**src/design/pcur_pkg.sv**
```systemverilog
`timescale 1ns / 1ps
// ----------------------------------------------------------------------------
// pcur_pkg
// types, command codes and the control store of the paged list cursor
// ----------------------------------------------------------------------------
package pcur_pkg;

   // command codes
   localparam logic [1:0] CMD_TURN  = 2'd0;
   localparam logic [1:0] CMD_STEP  = 2'd1;
   localparam logic [1:0] CMD_START = 2'd2;
   localparam logic [1:0] CMD_SET   = 2'd3;

   // register indexes
   localparam int unsigned CSR_INDEX_WIDTH = 1;
   localparam int unsigned CSR_DATA_WIDTH  = 16;
   localparam logic [CSR_INDEX_WIDTH-1:0] CSR_PAGE_SIZE   = 1'b0;
   localparam logic [CSR_INDEX_WIDTH-1:0] CSR_TOTAL_ITEMS = 1'b1;

   typedef struct packed {
      logic [1:0]  cmd;
      logic        direction;
      logic        force_move;
      logic        clear_first;
      logic [15:0] new_index;
      logic        track_page;
   } req_word_type;

   typedef struct packed {
      logic [15:0] page_now;
      logic [15:0] index_now;
      logic        page_changed;
      logic        item_moved;
   } rsp_word_type;

   // micro-operations
   localparam int unsigned OP_WIDTH = 4;
   localparam logic [OP_WIDTH-1:0] OP_NOP        = 4'd0;
   localparam logic [OP_WIDTH-1:0] OP_TURN_PREP  = 4'd1;
   localparam logic [OP_WIDTH-1:0] OP_TURN_APPLY = 4'd2;
   localparam logic [OP_WIDTH-1:0] OP_STEP_MOVE  = 4'd3;
   localparam logic [OP_WIDTH-1:0] OP_DIV_INDEX  = 4'd4;
   localparam logic [OP_WIDTH-1:0] OP_STEP_CHECK = 4'd5;
   localparam logic [OP_WIDTH-1:0] OP_EMIT       = 4'd6;
   localparam logic [OP_WIDTH-1:0] OP_START      = 4'd7;
   localparam logic [OP_WIDTH-1:0] OP_SET_FIRST  = 4'd8;
   localparam logic [OP_WIDTH-1:0] OP_SET_MID    = 4'd9;
   localparam logic [OP_WIDTH-1:0] OP_SET_FINAL  = 4'd10;

   // sequencing conditions
   localparam logic [1:0] COND_NEXT = 2'd0;   // fall through
   localparam logic [1:0] COND_JUMP = 2'd1;   // always jump
   localparam logic [1:0] COND_TEST = 2'd2;   // jump when the datapath test is set
   localparam logic [1:0] COND_DIV  = 2'd3;   // jump while the divider runs

   localparam int unsigned PC_WIDTH = 4;

   // program addresses
   localparam logic [PC_WIDTH-1:0] PC_TURN      = 4'd0;
   localparam logic [PC_WIDTH-1:0] PC_TURN_WAIT = 4'd1;
   localparam logic [PC_WIDTH-1:0] PC_STEP      = 4'd3;
   localparam logic [PC_WIDTH-1:0] PC_STEP_WAIT = 4'd5;
   localparam logic [PC_WIDTH-1:0] PC_EMIT      = 4'd7;
   localparam logic [PC_WIDTH-1:0] PC_START     = 4'd8;
   localparam logic [PC_WIDTH-1:0] PC_SET       = 4'd9;
   localparam logic [PC_WIDTH-1:0] PC_SET_WAIT1 = 4'd10;
   localparam logic [PC_WIDTH-1:0] PC_SET_WAIT2 = 4'd12;

   typedef struct packed {
      logic [OP_WIDTH-1:0] op;
      logic [1:0]          cond;
      logic [PC_WIDTH-1:0] target;
   } ucode_type;

   function automatic ucode_type make_uword(logic [OP_WIDTH-1:0] op, logic [1:0] cond,
                                            logic [PC_WIDTH-1:0] target);
      ucode_type w;
      w.op     = op;
      w.cond   = cond;
      w.target = target;
      return w;
   endfunction

   // control store
   function automatic ucode_type ucode_rom(logic [PC_WIDTH-1:0] pc);
      ucode_type w;
      case (pc)
         4'd0:    w = make_uword(OP_TURN_PREP,  COND_TEST, PC_EMIT);
         4'd1:    w = make_uword(OP_NOP,        COND_DIV,  PC_TURN_WAIT);
         4'd2:    w = make_uword(OP_TURN_APPLY, COND_JUMP, PC_EMIT);
         4'd3:    w = make_uword(OP_STEP_MOVE,  COND_TEST, PC_EMIT);
         4'd4:    w = make_uword(OP_DIV_INDEX,  COND_NEXT, PC_EMIT);
         4'd5:    w = make_uword(OP_NOP,        COND_DIV,  PC_STEP_WAIT);
         4'd6:    w = make_uword(OP_STEP_CHECK, COND_TEST, PC_TURN);
         4'd7:    w = make_uword(OP_EMIT,       COND_TEST, PC_EMIT);
         4'd8:    w = make_uword(OP_START,      COND_JUMP, PC_EMIT);
         4'd9:    w = make_uword(OP_SET_FIRST,  COND_TEST, PC_EMIT);
         4'd10:   w = make_uword(OP_NOP,        COND_DIV,  PC_SET_WAIT1);
         4'd11:   w = make_uword(OP_SET_MID,    COND_NEXT, PC_EMIT);
         4'd12:   w = make_uword(OP_NOP,        COND_DIV,  PC_SET_WAIT2);
         4'd13:   w = make_uword(OP_SET_FINAL,  COND_JUMP, PC_EMIT);
         default: w = make_uword(OP_NOP,        COND_JUMP, PC_EMIT);
      endcase
      return w;
   endfunction

   // program entry for each command
   function automatic logic [PC_WIDTH-1:0] entry_pc(logic [1:0] cmd);
      logic [PC_WIDTH-1:0] pc;
      unique case (cmd)
         CMD_TURN:  pc = PC_TURN;
         CMD_STEP:  pc = PC_STEP;
         CMD_START: pc = PC_START;
         CMD_SET:   pc = PC_SET;
         default:   pc = PC_EMIT;
      endcase
      return pc;
   endfunction

endpackage

```
**src/design/paged_list_cursor.sv**
```systemverilog
`timescale 1ns / 1ps
// ----------------------------------------------------------------------------
// paged_list_cursor
// cursor over a paged list: current page, current index, sticky change flags
// ----------------------------------------------------------------------------
// req channel carries one command word (turn page, step item, go to start,
// set index); rsp returns exactly one word per command: page, index and the
// two sticky flags after the command. csr writes page_size (index 0, zero
// acts as one) and total_items (index 1); the user must write them only
// while no command is in flight: the block itself does not enforce this.
// a small microprogram runs each command; page counts, page offsets and page
// numbers come from one shared restoring divider, one quotient bit per cycle
// over DW = max(INDEX_WIDTH,16)+1 bits. go to start and plain set index need
// no division, turn page needs one (none on an empty list), step item one
// (two with a page turn, none when blocked), tracked set index two. a new
// word is taken the cycle after the previous result is registered.
// synchronous reset: cursor at page 0 / index 0, flags clear, page_size 1,
// total_items 0, no result pending. while rsp_stall is high the result holds
// in the output register; the next command runs and waits at its final step.
// ----------------------------------------------------------------------------
module paged_list_cursor
   import pcur_pkg::*;
#(
   parameter int unsigned INDEX_WIDTH = 16
) (
   input  logic                       clock,
   input  logic                       reset,
   // command channel
   input  logic                       req_valid,
   output logic                       req_stall,
   input  req_word_type               req_word,
   // result channel
   output logic                       rsp_valid,
   input  logic                       rsp_stall,
   output rsp_word_type               rsp_word,
   // register writes
   input  logic                       csr_write,
   input  logic [CSR_INDEX_WIDTH-1:0] csr_index,
   input  logic [CSR_DATA_WIDTH-1:0]  csr_wdata
);

   // datapath width: holds any index, page count numerator or sum of index and page size
   localparam int unsigned DW = ((INDEX_WIDTH > 16) ? INDEX_WIDTH : 16) + 1;
   localparam int unsigned CW = $clog2(DW + 1);
   localparam int unsigned IW = INDEX_WIDTH;

   // configuration registers
   logic [15:0] page_size_ff;
   logic [15:0] total_items_ff;

   // cursor state
   logic [IW-1:0] page_ff, page_in;
   logic [IW-1:0] index_ff, index_in;
   logic          flag_page_ff, flag_page_in;
   logic          flag_item_ff, flag_item_in;
   logic [IW-1:0] prior_page_ff, prior_page_in;

   // sequencer
   logic                busy_ff, busy_in;
   logic [PC_WIDTH-1:0] pc_ff, pc_in;
   ucode_type           uword;
   logic                test;

   // latched command
   logic        direction_ff, direction_in;
   logic        force_ff, force_in;
   logic        clear_ff, clear_in;
   logic [15:0] new_index_ff, new_index_in;
   logic        track_ff, track_in;

   // divider
   logic [DW-1:0] div_quo_ff, div_quo_in;
   logic [16:0]   div_rem_ff, div_rem_in;
   logic [CW-1:0] div_cnt_ff, div_cnt_in;
   logic          div_start;
   logic [DW-1:0] div_dividend;
   logic          div_busy;
   logic [16:0]   div_shift;
   logic [17:0]   div_diff;

   // output register
   logic         rsp_valid_ff, rsp_valid_in;
   rsp_word_type rsp_word_ff, rsp_word_in;

   // shared arithmetic
   logic [15:0]   eps;
   logic [DW-1:0] eps_ext, total_ext, page_ext, index_ext, new_ext;
   logic [DW-1:0] pages_num, last_ext, page_inc, idx_inc, idx_plus_ps, idx_minus_ps;
   logic [IW-1:0] new_trunc;
   logic          list_empty;

   assign eps          = (page_size_ff == 16'd0) ? 16'd1 : page_size_ff;
   assign eps_ext      = DW'(eps);
   assign total_ext    = DW'(total_items_ff);
   assign page_ext     = DW'(page_ff);
   assign index_ext    = DW'(index_ff);
   assign new_ext      = DW'(new_index_ff);
   assign new_trunc    = new_ext[IW-1:0];
   assign pages_num    = total_ext + eps_ext - DW'(1);
   assign last_ext     = total_ext - DW'(1);
   assign page_inc     = page_ext + DW'(1);
   assign idx_inc      = index_ext + DW'(1);
   assign idx_plus_ps  = index_ext + eps_ext;
   assign idx_minus_ps = index_ext - eps_ext;
   assign list_empty   = (total_items_ff == 16'd0);

   assign uword     = ucode_rom(pc_ff);
   assign div_busy  = (div_cnt_ff != '0);
   assign req_stall = busy_ff;
   assign rsp_valid = rsp_valid_ff;
   assign rsp_word  = rsp_word_ff;

   // datapath actions of the current control word
   always_comb begin
      page_in       = page_ff;
      index_in      = index_ff;
      flag_page_in  = flag_page_ff;
      flag_item_in  = flag_item_ff;
      prior_page_in = prior_page_ff;
      force_in      = force_ff;
      clear_in      = clear_ff;
      busy_in       = busy_ff;
      rsp_valid_in  = rsp_valid_ff & rsp_stall;
      rsp_word_in   = rsp_word_ff;
      div_start     = 1'b0;
      div_dividend  = index_ext;
      test          = 1'b0;

      if (busy_ff) begin
         unique case (uword.op)
            OP_NOP: begin
            end
            OP_TURN_PREP: begin
               // optional flag clear, then page count = ceil(total / size)
               if (clear_ff) begin
                  flag_page_in = 1'b0;
                  flag_item_in = 1'b0;
               end
               test = list_empty;
               if (!list_empty) begin
                  div_start    = 1'b1;
                  div_dividend = pages_num;
               end
            end
            OP_TURN_APPLY: begin
               if (direction_ff) begin
                  if (page_inc < div_quo_ff) begin
                     page_in      = page_inc[IW-1:0];
                     flag_page_in = 1'b1;
                     if (force_ff) begin
                        index_in     = (idx_plus_ps >= total_ext) ? last_ext[IW-1:0]
                                                                  : idx_plus_ps[IW-1:0];
                        flag_item_in = 1'b1;
                     end
                  end else if (index_ext != last_ext) begin
                     // already on the last page: jump to the last item
                     index_in     = last_ext[IW-1:0];
                     flag_item_in = 1'b1;
                  end
               end else begin
                  if (page_ff != '0) begin
                     page_in      = page_ff - IW'(1);
                     flag_page_in = 1'b1;
                     if (force_ff) begin
                        // saturate at the first item
                        index_in     = (index_ext > eps_ext) ? idx_minus_ps[IW-1:0] : '0;
                        flag_item_in = 1'b1;
                     end
                  end else if (index_ff != '0) begin
                     index_in     = '0;
                     flag_item_in = 1'b1;
                  end
               end
            end
            OP_STEP_MOVE: begin
               flag_page_in = 1'b0;
               flag_item_in = 1'b0;
               if (list_empty) begin
                  test = 1'b1;
               end else if (direction_ff) begin
                  if (idx_inc >= total_ext) begin
                     test = 1'b1;
                  end else begin
                     index_in     = idx_inc[IW-1:0];
                     flag_item_in = 1'b1;
                  end
               end else begin
                  if (index_ff == '0) begin
                     test = 1'b1;
                  end else begin
                     index_in     = index_ff - IW'(1);
                     flag_item_in = 1'b1;
                  end
               end
            end
            OP_DIV_INDEX: begin
               div_start    = 1'b1;
               div_dividend = index_ext;
            end
            OP_STEP_CHECK: begin
               // crossed a page boundary: run a plain page turn
               if (direction_ff) begin
                  test = (div_rem_ff == 17'd0);
               end else begin
                  test = (div_rem_ff == ({1'b0, eps} - 17'd1));
               end
               if (test) begin
                  force_in = 1'b0;
                  clear_in = 1'b0;
               end
            end
            OP_EMIT: begin
               test = rsp_valid_ff & rsp_stall;
               if (!test) begin
                  rsp_valid_in             = 1'b1;
                  rsp_word_in.page_now     = page_ext[15:0];
                  rsp_word_in.index_now    = index_ext[15:0];
                  rsp_word_in.page_changed = flag_page_ff;
                  rsp_word_in.item_moved   = flag_item_ff;
                  busy_in                  = 1'b0;
               end
            end
            OP_START: begin
               flag_page_in = (page_ff != '0);
               flag_item_in = (index_ff != '0);
               page_in      = '0;
               index_in     = '0;
            end
            OP_SET_FIRST: begin
               test = !track_ff;
               if (!track_ff) begin
                  index_in = new_trunc;
               end else begin
                  div_start    = 1'b1;
                  div_dividend = index_ext;
               end
            end
            OP_SET_MID: begin
               prior_page_in = div_quo_ff[IW-1:0];
               div_start     = 1'b1;
               div_dividend  = DW'(new_trunc);
            end
            OP_SET_FINAL: begin
               if (index_ff != new_trunc) begin
                  flag_item_in = 1'b1;
               end
               if (prior_page_ff != div_quo_ff[IW-1:0]) begin
                  flag_page_in = 1'b1;
               end
               index_in = new_trunc;
               page_in  = div_quo_ff[IW-1:0];
            end
            default: begin
            end
         endcase
      end
   end

   // sequencer: step counter with conditional jumps, dispatch on accept
   always_comb begin
      pc_in        = pc_ff;
      direction_in = direction_ff;
      new_index_in = new_index_ff;
      track_in     = track_ff;
      if (busy_ff) begin
         unique case (uword.cond)
            COND_NEXT: pc_in = pc_ff + PC_WIDTH'(1);
            COND_JUMP: pc_in = uword.target;
            COND_TEST: pc_in = test ? uword.target : pc_ff + PC_WIDTH'(1);
            COND_DIV:  pc_in = div_busy ? uword.target : pc_ff + PC_WIDTH'(1);
            default:   pc_in = uword.target;
         endcase
      end else if (req_valid) begin
         pc_in        = entry_pc(req_word.cmd);
         direction_in = req_word.direction;
         new_index_in = req_word.new_index;
         track_in     = req_word.track_page;
      end
   end

   // restoring divider, one quotient bit per cycle
   assign div_shift = {div_rem_ff[15:0], div_quo_ff[DW-1]};
   assign div_diff  = {1'b0, div_shift} - {2'b00, eps};

   always_comb begin
      div_quo_in = div_quo_ff;
      div_rem_in = div_rem_ff;
      div_cnt_in = div_cnt_ff;
      if (div_start) begin
         div_quo_in = div_dividend;
         div_rem_in = '0;
         div_cnt_in = CW'(DW);
      end else if (div_busy) begin
         div_quo_in = {div_quo_ff[DW-2:0], ~div_diff[17]};
         div_rem_in = div_diff[17] ? div_shift : div_diff[16:0];
         div_cnt_in = div_cnt_ff - CW'(1);
      end
   end

   always_ff @(posedge clock) begin
      if (reset) begin
         page_size_ff   <= 16'd1;
         total_items_ff <= 16'd0;
      end else if (csr_write) begin
         unique case (csr_index)
            CSR_PAGE_SIZE:   page_size_ff   <= csr_wdata;
            CSR_TOTAL_ITEMS: total_items_ff <= csr_wdata;
            default: begin
            end
         endcase
      end
   end

   always_ff @(posedge clock) begin
      if (reset) begin
         page_ff      <= '0;
         index_ff     <= '0;
         flag_page_ff <= 1'b0;
         flag_item_ff <= 1'b0;
         busy_ff      <= 1'b0;
         pc_ff        <= PC_EMIT;
         div_cnt_ff   <= '0;
         rsp_valid_ff <= 1'b0;
      end else begin
         page_ff      <= page_in;
         index_ff     <= index_in;
         flag_page_ff <= flag_page_in;
         flag_item_ff <= flag_item_in;
         busy_ff      <= busy_in | (!busy_ff & req_valid);
         pc_ff        <= pc_in;
         div_cnt_ff   <= div_cnt_in;
         rsp_valid_ff <= rsp_valid_in;
      end
   end

   // payload and working registers
   always_ff @(posedge clock) begin
      prior_page_ff <= prior_page_in;
      direction_ff  <= direction_in;
      new_index_ff  <= new_index_in;
      track_ff      <= track_in;
      div_quo_ff    <= div_quo_in;
      div_rem_ff    <= div_rem_in;
      rsp_word_ff   <= rsp_word_in;
      if (!busy_ff && req_valid) begin
         force_ff <= req_word.force_move;
         clear_ff <= req_word.clear_first;
      end else begin
         force_ff <= force_in;
         clear_ff <= clear_in;
      end
   end

   // checks
   a_div_only_when_busy: assert property (@(posedge clock) disable iff (reset)
      div_busy |-> busy_ff)
      else $error("divider running with no command in flight");

   a_accept_starts_program: assert property (@(posedge clock) disable iff (reset)
      (req_valid && !req_stall) |=> (busy_ff && pc_ff == entry_pc($past(req_word.cmd))))
      else $error("accepted command did not enter its program");

   a_result_from_emit: assert property (@(posedge clock) disable iff (reset)
      (rsp_valid_ff && !$past(rsp_valid_ff)) |-> ($past(busy_ff) && !busy_ff))
      else $error("result appeared outside the emit step");

   a_wait_step_has_divider: assert property (@(posedge clock) disable iff (reset)
      (busy_ff && uword.cond == COND_DIV) |-> $past(div_start || div_busy))
      else $error("divider wait step reached without a division");

endmodule
```
**config.mk**
```make
export PLATFORM = sky130hd
export DESIGN_NAME = paged_list_cursor
export DESIGN_NICKNAME = d
export VERILOG_FILES = /design/src/design/pcur_pkg.sv /design/src/design/paged_list_cursor.sv
export SDC_FILE = /design/constraint.sdc
export NUM_CORES = 1
export LEC_CHECK = 0
export ABC_CLOCK_PERIOD_IN_PS = 17400
export BUFFER_PORTS_ARGS = -buffer_cell sky130_fd_sc_hd__clkbuf_2
export CAP_MARGIN = 5
export CORE_UTILIZATION = 45
export DETAILED_ROUTE_END_ITERATION = 8
export PLACE_DENSITY = 0.61
export SLEW_MARGIN = 20
export SYNTH_ARGS = -nofsm -noshare
export SYNTH_HDL_FRONTEND = slang
export SYNTH_SLANG_ARGS = --single-unit
```
**constraint.sdc**
```tcl
create_clock -name clock -period 17.4 [get_ports clock]
set_input_delay 3.48 -clock clock [delete_from_list [all_inputs] [get_ports clock]]
set_output_delay 3.48 -clock clock [all_outputs]
set_load 0.01 [all_outputs]
```
After elaboration in Yosys (flattened, before gate mapping)
Memories as Yosys holds them, arrays and structs flattened. A register that Yosys moved wholly into a read port is not among the register bits.
Index checks and enable logic that the tools add are counted.
Storage, ports and cells
  register bits after elaboration: 181
  ROM bits: 160
  logic and storage cells: 190
  output and inout bits: 36
  memories kept: 1
  input port bits: 44
Memory list
  (name not given): depth 16, bits a word 10, rd ports 1, clocked after Yosys merged registers in 1, write ports 0, line pcur_pkg.sv:87  | case (pc)
Cells by class
  bitwise operators: 7
  order comparisons: 4
  equal/unequal tests: 33
  $add $sub $neg: 13
  multiplexer cells: 77
  reduce and logical (&&, ||, !) cells: 32
Operators with widths (count)
  $mux 16: 18
  $mux 17: 5
  $pmux 16 s5: 1
  $logic_not 16->1: 3
  $pmux 16 s3: 1
  $mux 1: 37
  $add 16x1->17 const B: 2
  $add 16x16->17: 2
  $ge 17x16->1: 2
  $pmux 17 s2: 1
  $sub 16x1->17 const B: 2
  $ne 16x16->1: 2
  $pmux 4 s4: 2
  $reduce_bool 16->1: 2
  $sub 16x1->16 const B: 2
  $mux 4: 6
  $sub 17x16->18: 1
  $eq 17x17->1: 1
  $logic_not 17->1: 1
  $lt 17x17->1: 1
  $ne 16x17->1: 1
  $sub 17x1->17 const B: 1
  $eq 4x3->1 const B: 4
  $gt 16x16->1: 1
  other kinds (29): 67

Logic depth before layout (Yosys ltp)
Gate-level depths: netlist (run 1).
  depth after elaboration: 14
  gate-level depth with buffers: 26
  gate-level depth less buffers: 23

Worst setup path before layout (run 1)
No wires, ideal clock.
  kind: in2reg
  start point: in rsp_stall
  end point: reg rsp_word_ff, in the netlist rsp_word[0] (enable)
  arrival time: 5.164 ns
  setup time: 0.438 ns
  buffers on the path: 0
  stages on the path: 1
  slack: 11.798 ns
  data required time: 16.962 ns
  cell sequence: a21oi_1
Between the ends
  word-level cells in the longest chain between the ends: 3
Ends and longest elaborated chain
  start, declared: line paged_list_cursor.sv:34  | input logic rsp_stall,
  $and 1x1->1: line paged_list_cursor.sv:213  | test = rsp_valid_ff & rsp_stall;
  $not 1->1 (no line)
  $reduce_and 3->1 (no line)
  end signal, assigned: line paged_list_cursor.sv:344  | rsp_word_ff <= rsp_word_in;
  end, declared: line paged_list_cursor.sv:83  | rsp_word_type rsp_word_ff, rsp_word_in;
No other way between the ends.
A chain may end at the register's enable or synchronous reset.

Worst setup path after layout (run 1)
  start point: reg page_size_ff[2]
  end point: reg index_ff[7]
Between the ends
  word-level cells in the longest chain between the ends: 9
  elaborated cells on any way between the ends: 14
  those cells by class: add/sub: 2; order compare: 2; mux: 9; reduce/logical: 1
Ends and longest elaborated chain
  start, declared: line paged_list_cursor.sv:48  | logic [15:0] page_size_ff;
  start signal, assigned: line paged_list_cursor.sv:306  | CSR_PAGE_SIZE: page_size_ff <= csr_wdata;
  $logic_not 16->1: line paged_list_cursor.sv:92  | assign eps = (page_size_ff == 16'd0) ? 16'd1 : page_size_ff;
  $mux 16 (*): line paged_list_cursor.sv:92
  $add 16x16->17: line paged_list_cursor.sv:103  | assign idx_plus_ps = index_ext + eps_ext;
  $ge 17x16->1: line paged_list_cursor.sv:151  | index_in = (idx_plus_ps >= total_ext) ? last_ext[IW-1:0]
  $mux 16: line paged_list_cursor.sv:151
  $mux 16: line paged_list_cursor.sv:150  | if (force_ff) begin
  $mux 16: line paged_list_cursor.sv:147  | if (page_inc < div_quo_ff) begin
  $mux 16 (*): line paged_list_cursor.sv:146  | if (direction_ff) begin
  $pmux 16 s5 (*): line paged_list_cursor.sv:130  | unique case (uword.op)
  end signal, assigned: line paged_list_cursor.sv:326  | index_ff <= index_in;
  end, declared: line paged_list_cursor.sv:53  | logic [IW-1:0] index_ff, index_in;
Every way passes the cells marked *; elsewhere a longest branch is shown, timed or not. The select of a mux whose other input is x is not followed.

==> flow_summary.ini, run 1 <==
[status]
outcome = completed

[drt]
wl_per_cell_um = 23.05
viasPerCell = 6.111
drt-total-wl_um = 53640
drc = 0
first_pass_iters = 7
ant_nets = 0
vias = 14220
dr.first_iter.drc_count = 1625

[synth]
synth_top_area_share_pct = 16.92
synth-edff-count = 87
ys_types = 91
yosysWarningCount = 0
syn_inst = 1856
synth_area_um2 = 15440
synth.largest_area_cell = edfxtp_1
ys_seq_area_share_pct = 30.40
synthTopCellsByArea = edfxtp_1 17%, dfxtp_1 13%, ha_1 12%, xnor2_1 6.1%, a21oi_1 5.0%
synthFlopType = dfxtp_1
synthesis.nets = 2049
syn_avg_cell_area_um2 = 8.321
async_reset_ff_share_pct = 0
ys_seq_elements = 191

[pwr]
leakage_nw = 6.866
switching_share_pct = 47.44
p_comb_share_pct = 56.2
p_clk_share_pct = 15.2
pwr-share-seq_pct = 28.6
irDropWorstVdd_uv = 98.83
p_int_mw = 1.461
power_density_nw_per_um2 = 165.7
p_sw_mw = 1.318

[cts]
cts_tree = yes
htreeDepth = 4
holdBufCountCts = 0
cts-resized-gates = 0
numCtsBuffers = 17
cts_root_buf = clkbuf_16
cts_setup_buffers = 0
cts_sinks = 191
path_clk_slew_ns = 0.08
cts_buffer_depth = 2
clk_latency_ns = 0.47

[worst_hold_path]
holdPathEnd = rsp_word[4]$_DFFE_PP_
min_path_type = register to register
worstHoldStart = index_ff[2]$_SDFFE_PP0P_
holdPathStages = 0

[sta]
drv_slew = 0
period_share_pct = 38.20
finalHoldViolCount = 0
final-setup-viol-count = 0
min_period_ns = 6.647
finalClockSkew_ns = 0.01364
whs_ns = 0.4434
rsz0062_at_grt = false
layout_setup_ws_ns = 10.75
max_freq_mhz = 150.4
setup-tns-final_ns = 0
worst_pin_slew_ns = 1.073
slew_headroom_pct = 28.23

[die]
row_count = 67
core_um2 = 33620
io_pins = 80
die_h_um = 187.3
die_x_um = 187.3
start_util_pct = 45.94
dieArea_um2 = 35060

[worst_setup_path]
worstPathMaxFanout = 12
reg2regPathDepth = 22
reg2reg_from = page_size_ff[2]$_SDFFE_PP0P_
cp-start-kind = register
cp.arrival_ns = 6.96
r2r-end = index_ff[7]$_SDFFE_PP0P_
r2r_setup_slack_ns = 10.75
path_class = register to register
endpoint_kind = register
crit_required_ns = 17.71

[global_routing]
use_met1_pct = 43.70
grt-ovfl-total = 0
grt_pass1_wl_um = 79980
use_met2_pct = 46.33
antenna_found_initial = 0
grt.total_usage_pct = 30.49
grt_max_degree = 84
grt_pass1_vias = 12790
busiest_layer = met2
gr-usage-met3_pct = 4.390

[final_layout]
drive_above_1_share_pct = 9.420
nets = 2059
diodes = 0
syn_to_final_growth_pct = 8.580

[placed_design]
dpl.hpwl_um = 40940
io_buffers = 79
gp_congestion = 0.9996
pre_cts_ws_ns = 10.98

[job]
cap_violations = 0
-- cells in the final DEF, fill, tap and decap left out, types with 21 or more instances in the layout --
| master | netlist | layout |
|---|---|---|
| nand2_1 | 175 | 175 |
| a21oi_1 | 154 | 153 |
| ha_1 | 145 | 145 |
| nor2_1 | 129 | 129 |
| inv_1 | 116 | 116 |
| xnor2_1 | 108 | 108 |
| dfxtp_1 | 104 | 104 |
| o21ai_0 | 92 | 92 |
| edfxtp_1 | 87 | 87 |
| clkbuf_2 | 0 | 80 |
| xor2_1 | 73 | 73 |
| nor3_1 | 57 | 56 |
| nand3_1 | 45 | 45 |
| nand4_1 | 33 | 33 |
| a211oi_1 | 32 | 32 |
| nor4_1 | 27 | 27 |
| a22oi_1 | 24 | 24 |
| a21o_1 | 22 | 22 |
| and3_1 | 21 | 21 |
| nor2b_1 | 23 | 21 |
| clkbuf_16 | 0 | 21 |
-- cells in the mapped netlist, types with 7 or more instances --
master    instances
nor4_1           27
nand2b_1         20
clkbuf_1         90
edfxtp_1         87
nor2b_1          23
o31ai_1          10
a21o_1           22
o211ai_1         11
a31oi_1          15
o22ai_1          16
nand3b_1          8
mux2i_1          15
a221oi_1         12
ha_1            145
buf_1             9
a211oi_1         32
and3_1           21
nand3_1          45
nand2_1         175
nor3_1           57
xor2_1           73
nor2_1          129
a21oi_1         154
or2_2             9
inv_1           116
or4_1            10
o21bai_1          9
and2_1            7
or3_1            14
a22oi_1          24
o21a_1           13
xnor2_1         108
a222oi_1          7
o32ai_1           7
dfxtp_1         104
o21ai_0          92
nand4_1          33
-- flip-flops by register name, summed over array words and instances (netlist names), 4 cells and up --
register and count:
pc_ff 4, div_rem_ff 17, page_ff 16, index_ff 16, new_index_ff 16, div_cnt_ff 5, rsp_word 34, page_size_ff 16
div_quo_ff 17, prior_page_ff 16, total_items_ff 16, uword 10
-- worst max-delay path, stage by stage, from the launching register on --
cell	delay, ns
dfxtp_1	0.40
or4_1	0.71
nor4_4	0.28
nand2_1	0.15
nand2_1	0.19
ha_1	0.22
fa_1	0.23
nand2b_1	0.08
a21oi_1	0.23
o21ai_0	0.17
a211oi_1	0.31
o31a_1	0.26
a21oi_1	0.09
o21bai_1	0.17
xnor2_1	0.22
ha_1	0.33
a2111oi_0	0.56
nand2_1	0.12
o21ai_1	0.51
nand3_1	0.57
mux2_2	0.47
a21oi_1	0.14
a211oi_1	0.08
-- metrics by stage --
| step | cells | power [mW] | util, % | cell area, um^2 |
|---|---|---|---|---|
| after global routing | 2327 | 2.977 | 49.88 | 16770 |
| final | 2327 | 2.779 | 49.88 | 16770 |
| after global placement | 2294 | 2.310 | 47.96 | 16120 |
| after CTS | 2326 | 2.754 | 49.83 | 16750 |
| after detailed placement | 2294 | 2.324 | 47.96 | 16120 |
| after floorplan | 1856 | 1.882 | - | 15440 |
-- how the worst max path moves through the flow --
stage,startpoint,slack [ns],cells after the start,endpoint
3_5_place_dp,page_size_ff[6]$_SDFFE_PP0P_,10.98,22,index_ff[8]$_SDFFE_PP0P_
4_1_cts,page_size_ff[2]$_SDFFE_PP0P_,10.94,22,index_ff[7]$_SDFFE_PP0P_
2_1_floorplan,rsp_stall,11.80,1,rsp_word[0]$_DFFE_PP_
3_3_place_gp,page_size_ff[6]$_SDFFE_PP0P_,11.11,22,index_ff[8]$_SDFFE_PP0P_
5_1_grt,page_size_ff[6]$_SDFFE_PP0P_,10.27,22,index_ff[7]$_SDFFE_PP0P_
6_report,page_size_ff[2]$_SDFFE_PP0P_,10.75,22,index_ff[7]$_SDFFE_PP0P_
-- cell type report --
class	instances	area, um^2
sequential	191	4695
tap	448	560.5
fill	3257	16850
inverter	117	439.2
clock inverter	6	52.55
timing repair buffer	100	560.5
multi-input combinational	1439	9886
clock buffer	26	575.6
-- power by group through the flow --
stage	combinational, mW	clock [mW]	sequential [mW]
floorplan	1.18	0	0.701
global placement	1.51	0	0.799
detailed placement	1.52	0	0.800
finish	1.56	0.423	0.795
global route	1.72	0.444	0.808
CTS	1.53	0.430	0.790
-- per-layer routing --
metal  wire length (um)  up-vias  part of all wire [%]
li1                   -     6717                     -
met1              24560     6860                    46
met2              23360      576                    44
met3               4160       67                   7.8
met4               1561        0                   2.9
met5                  0        -                     0
-- cells by family (layout without fill, tap and decap cells) --
kind of cell    after synthesis  after routing  synth area share, %
buf+inv                     226            249                5.768
xor+xnor                    181            181                10.26
compound gates              482            482                20.24
mux                          20             20                1.361
simple gates                607            607                19.70
fa+ha+maj                   149            149                12.27
flops                       191            191                30.40
Power figures use the tool's default switching activity.
==> inputs of run 2 (changes only) <==
- ABC_CLOCK_PERIOD_IN_PS: 17400 -> 6400
- clock period: 17.4 -> 6.4 ns (I/O delays scaled with it)
==> flow_summary.ini, run 2 (synthesis gave the netlist of run 1 again) <==
[global_routing]
grt_pass1_vias = 13170
grt.total_usage_pct = 30.08
grt_max_degree = 58
antenna_found_initial = 0
grt-ovfl-total = 0
grt_pass1_wl_um = 79920

[cts]
cts_tree = yes
holdBufCountCts = 0
cts-resized-gates = 0
numCtsBuffers = 17
cts_root_buf = clkbuf_16
path_clk_slew_ns = 0.08
cts_sinks = 191
cts_setup_buffers = 0
htreeDepth = 4
clk_latency_ns = 0.47
cts_buffer_depth = 2

[final_layout]
drive_above_1_share_pct = 10.10
layout_commonest_cell = nand2_1
fillers = 3258
multi_input_area_um2 = 9889
largest_reg_flops = 34
layoutNonFillerInstCount = 2339
mostFrequentLayoutCells = 175 x nand2_1, 153 x a21oi_1, 145 x ha_1
diodes = 0
syn_to_final_growth_pct = 8.936
nets = 2071
seqCellArea_um2 = 4695
utilization_pct = 50.05

[worst_setup_path]
slowest_delay_ns = 0.72
critPathLaunch = page_size_ff[2]$_SDFFE_PP0P_
worstPathMaxFanout = 9
reg2reg_from = page_size_ff[2]$_SDFFE_PP0P_
reg2regPathDepth = 24
slowest_stage = or4_1
critical_path.endpoint = index_ff[13]$_SDFFE_PP0P_
cp_cell_sequence = or4_1, nor4_4, nand2_1, nand2_1, ha_1, fa_1, nand2b_1, a21oi_1, o21ai_0, a211oi_1, o31a_1, a21oi_1, o21bai_1, xnor2_1, ha_1, a2111oi_1, nand2_1, o21ai_1, buf_4, nand3_1, buf_4, nand2_1, o211ai_1, a311oi_1
cp-start-kind = register
endpoint_kind = register
path_class = register to register
crit_path_frequent_cell = nand2_1
r2r-end = index_ff[13]$_SDFFE_PP0P_
crit_required_ns = 6.78
cp.arrival_ns = 6.45
r2r_setup_slack_ns = 0.33

[die]
die_h_um = 187.3
dieArea_um2 = 35060
io_pins = 80
start_util_pct = 45.94
row_count = 67
die_x_um = 187.3
core_um2 = 33620

[drt]
ant_nets = 0
vias = 14130
drc = 0
first_pass_iters = 7
viasPerCell = 6.039
drt-total-wl_um = 52690
wl_per_cell_um = 22.53
dr.first_iter.drc_count = 1597

[sta]
drv_slew = 0
min_period_ns = 6.069
finalHoldViolCount = 0
finalClockSkew_ns = 0.01682
max_freq_mhz = 164.8
setup-tns-final_ns = 0
final-setup-viol-count = 0
worst_pin_slew_ns = 1.046
period_share_pct = 94.82
slew_headroom_pct = 29.59
layout_setup_ws_ns = 0.3312
rsz0062_at_grt = false

[placed_design]
io_buffers = 79
gp_congestion = 0.9809
dpl.hpwl_um = 40350
placed_cells = 2306
pre_cts_ws_ns = 0.4110

[pwr]
irDropWorstVdd_uv = 262.7
totalPowerFinal_mw = 7.560
power_density_nw_per_um2 = 449.3
leakage_nw = 6.904

[job]
cap_violations = 0

[worst_hold_path]
holdPathStages = 0
min_path_type = register to register

[status]
outcome = completed
-- run 2: cell count changes in the layout (fill, tap and decap cells not counted), moves of 2 or more --
cell | previous run | this run
buf_4 | 20 | 32
bufinv_16 | 0 | 2
clkbuf_8 | 3 | 1
inv_8 | 0 | 2
clkinv_2 | 0 | 4
clkbuf_16 | 21 | 17
-- run 2: power by group --
| group | leakage [nW] | switching [mW] | internal [mW] |
|---|---|---|---|
| logic | 4.93 | 2.55 | 1.75 |
| registers | 1.68 | 0.506 | 1.64 |
| clock network | 0.295 | 0.523 | 0.594 |
| total | 6.90 | 3.58 | 3.98 |
-- run 2: layout make-up --
type | instances | share of cell area (%)
well taps | 448 | 3.332
multi-input cells | 1439 | 58.78
repair buffers | 112 | 3.845
inverters | 117 | 2.610
clock inverters | 14 | 0.9148
flip-flops and latches | 191 | 27.90
clock buffers | 18 | 2.610
-- run 2: how the worst min path moves through the flow --
stage	start	to
2_1_floorplan	page_ff[2]$_SDFFE_PP0P_	rsp_word[20]$_DFFE_PP_
3_3_place_gp	flag_page_ff$_SDFFE_PP0P_	rsp_word[1]$_DFFE_PP_
3_5_place_dp	flag_page_ff$_SDFFE_PP0P_	rsp_word[1]$_DFFE_PP_
4_1_cts	flag_page_ff$_SDFFE_PP0P_	rsp_word[1]$_DFFE_PP_
5_1_grt	flag_page_ff$_SDFFE_PP0P_	rsp_word[1]$_DFFE_PP_
6_report	flag_page_ff$_SDFFE_PP0P_	rsp_word[1]$_DFFE_PP_
-- run 2: through the flow --
stage                     area (um^2)  hold slack (ns)
after floorplan                 15440           0.4064
after global placement          16210           0.4354
after detailed placement        16210           0.4276
after CTS                       16810           0.4453
after global routing            16820           0.4572
final                           16820           0.4415
-- run 2: routing by layer --
metal | wire, um | GRT usage [%] | vias to the layer above
met4 | 1574 | 10.84 | 0
met5 | 0 | 0 | -
met2 | 22570 | 45.15 | 586
met3 | 4006 | 5.141 | 73
li1 | - | - | 6750
met1 | 24540 | 43.07 | 6716
-- run 2: worst max-delay path, delay by kind of cell, from the launching register on --
kind	cells	cell delay [ns]
AO/OA/AOI/OAI	10	2.27
XOR/XNOR	1	0.19
adder cells (fa/ha/maj)	3	0.79
buffers and inverters	2	0.46
flip-flops	1	0.39
AND/OR/NAND/NOR	8	1.87
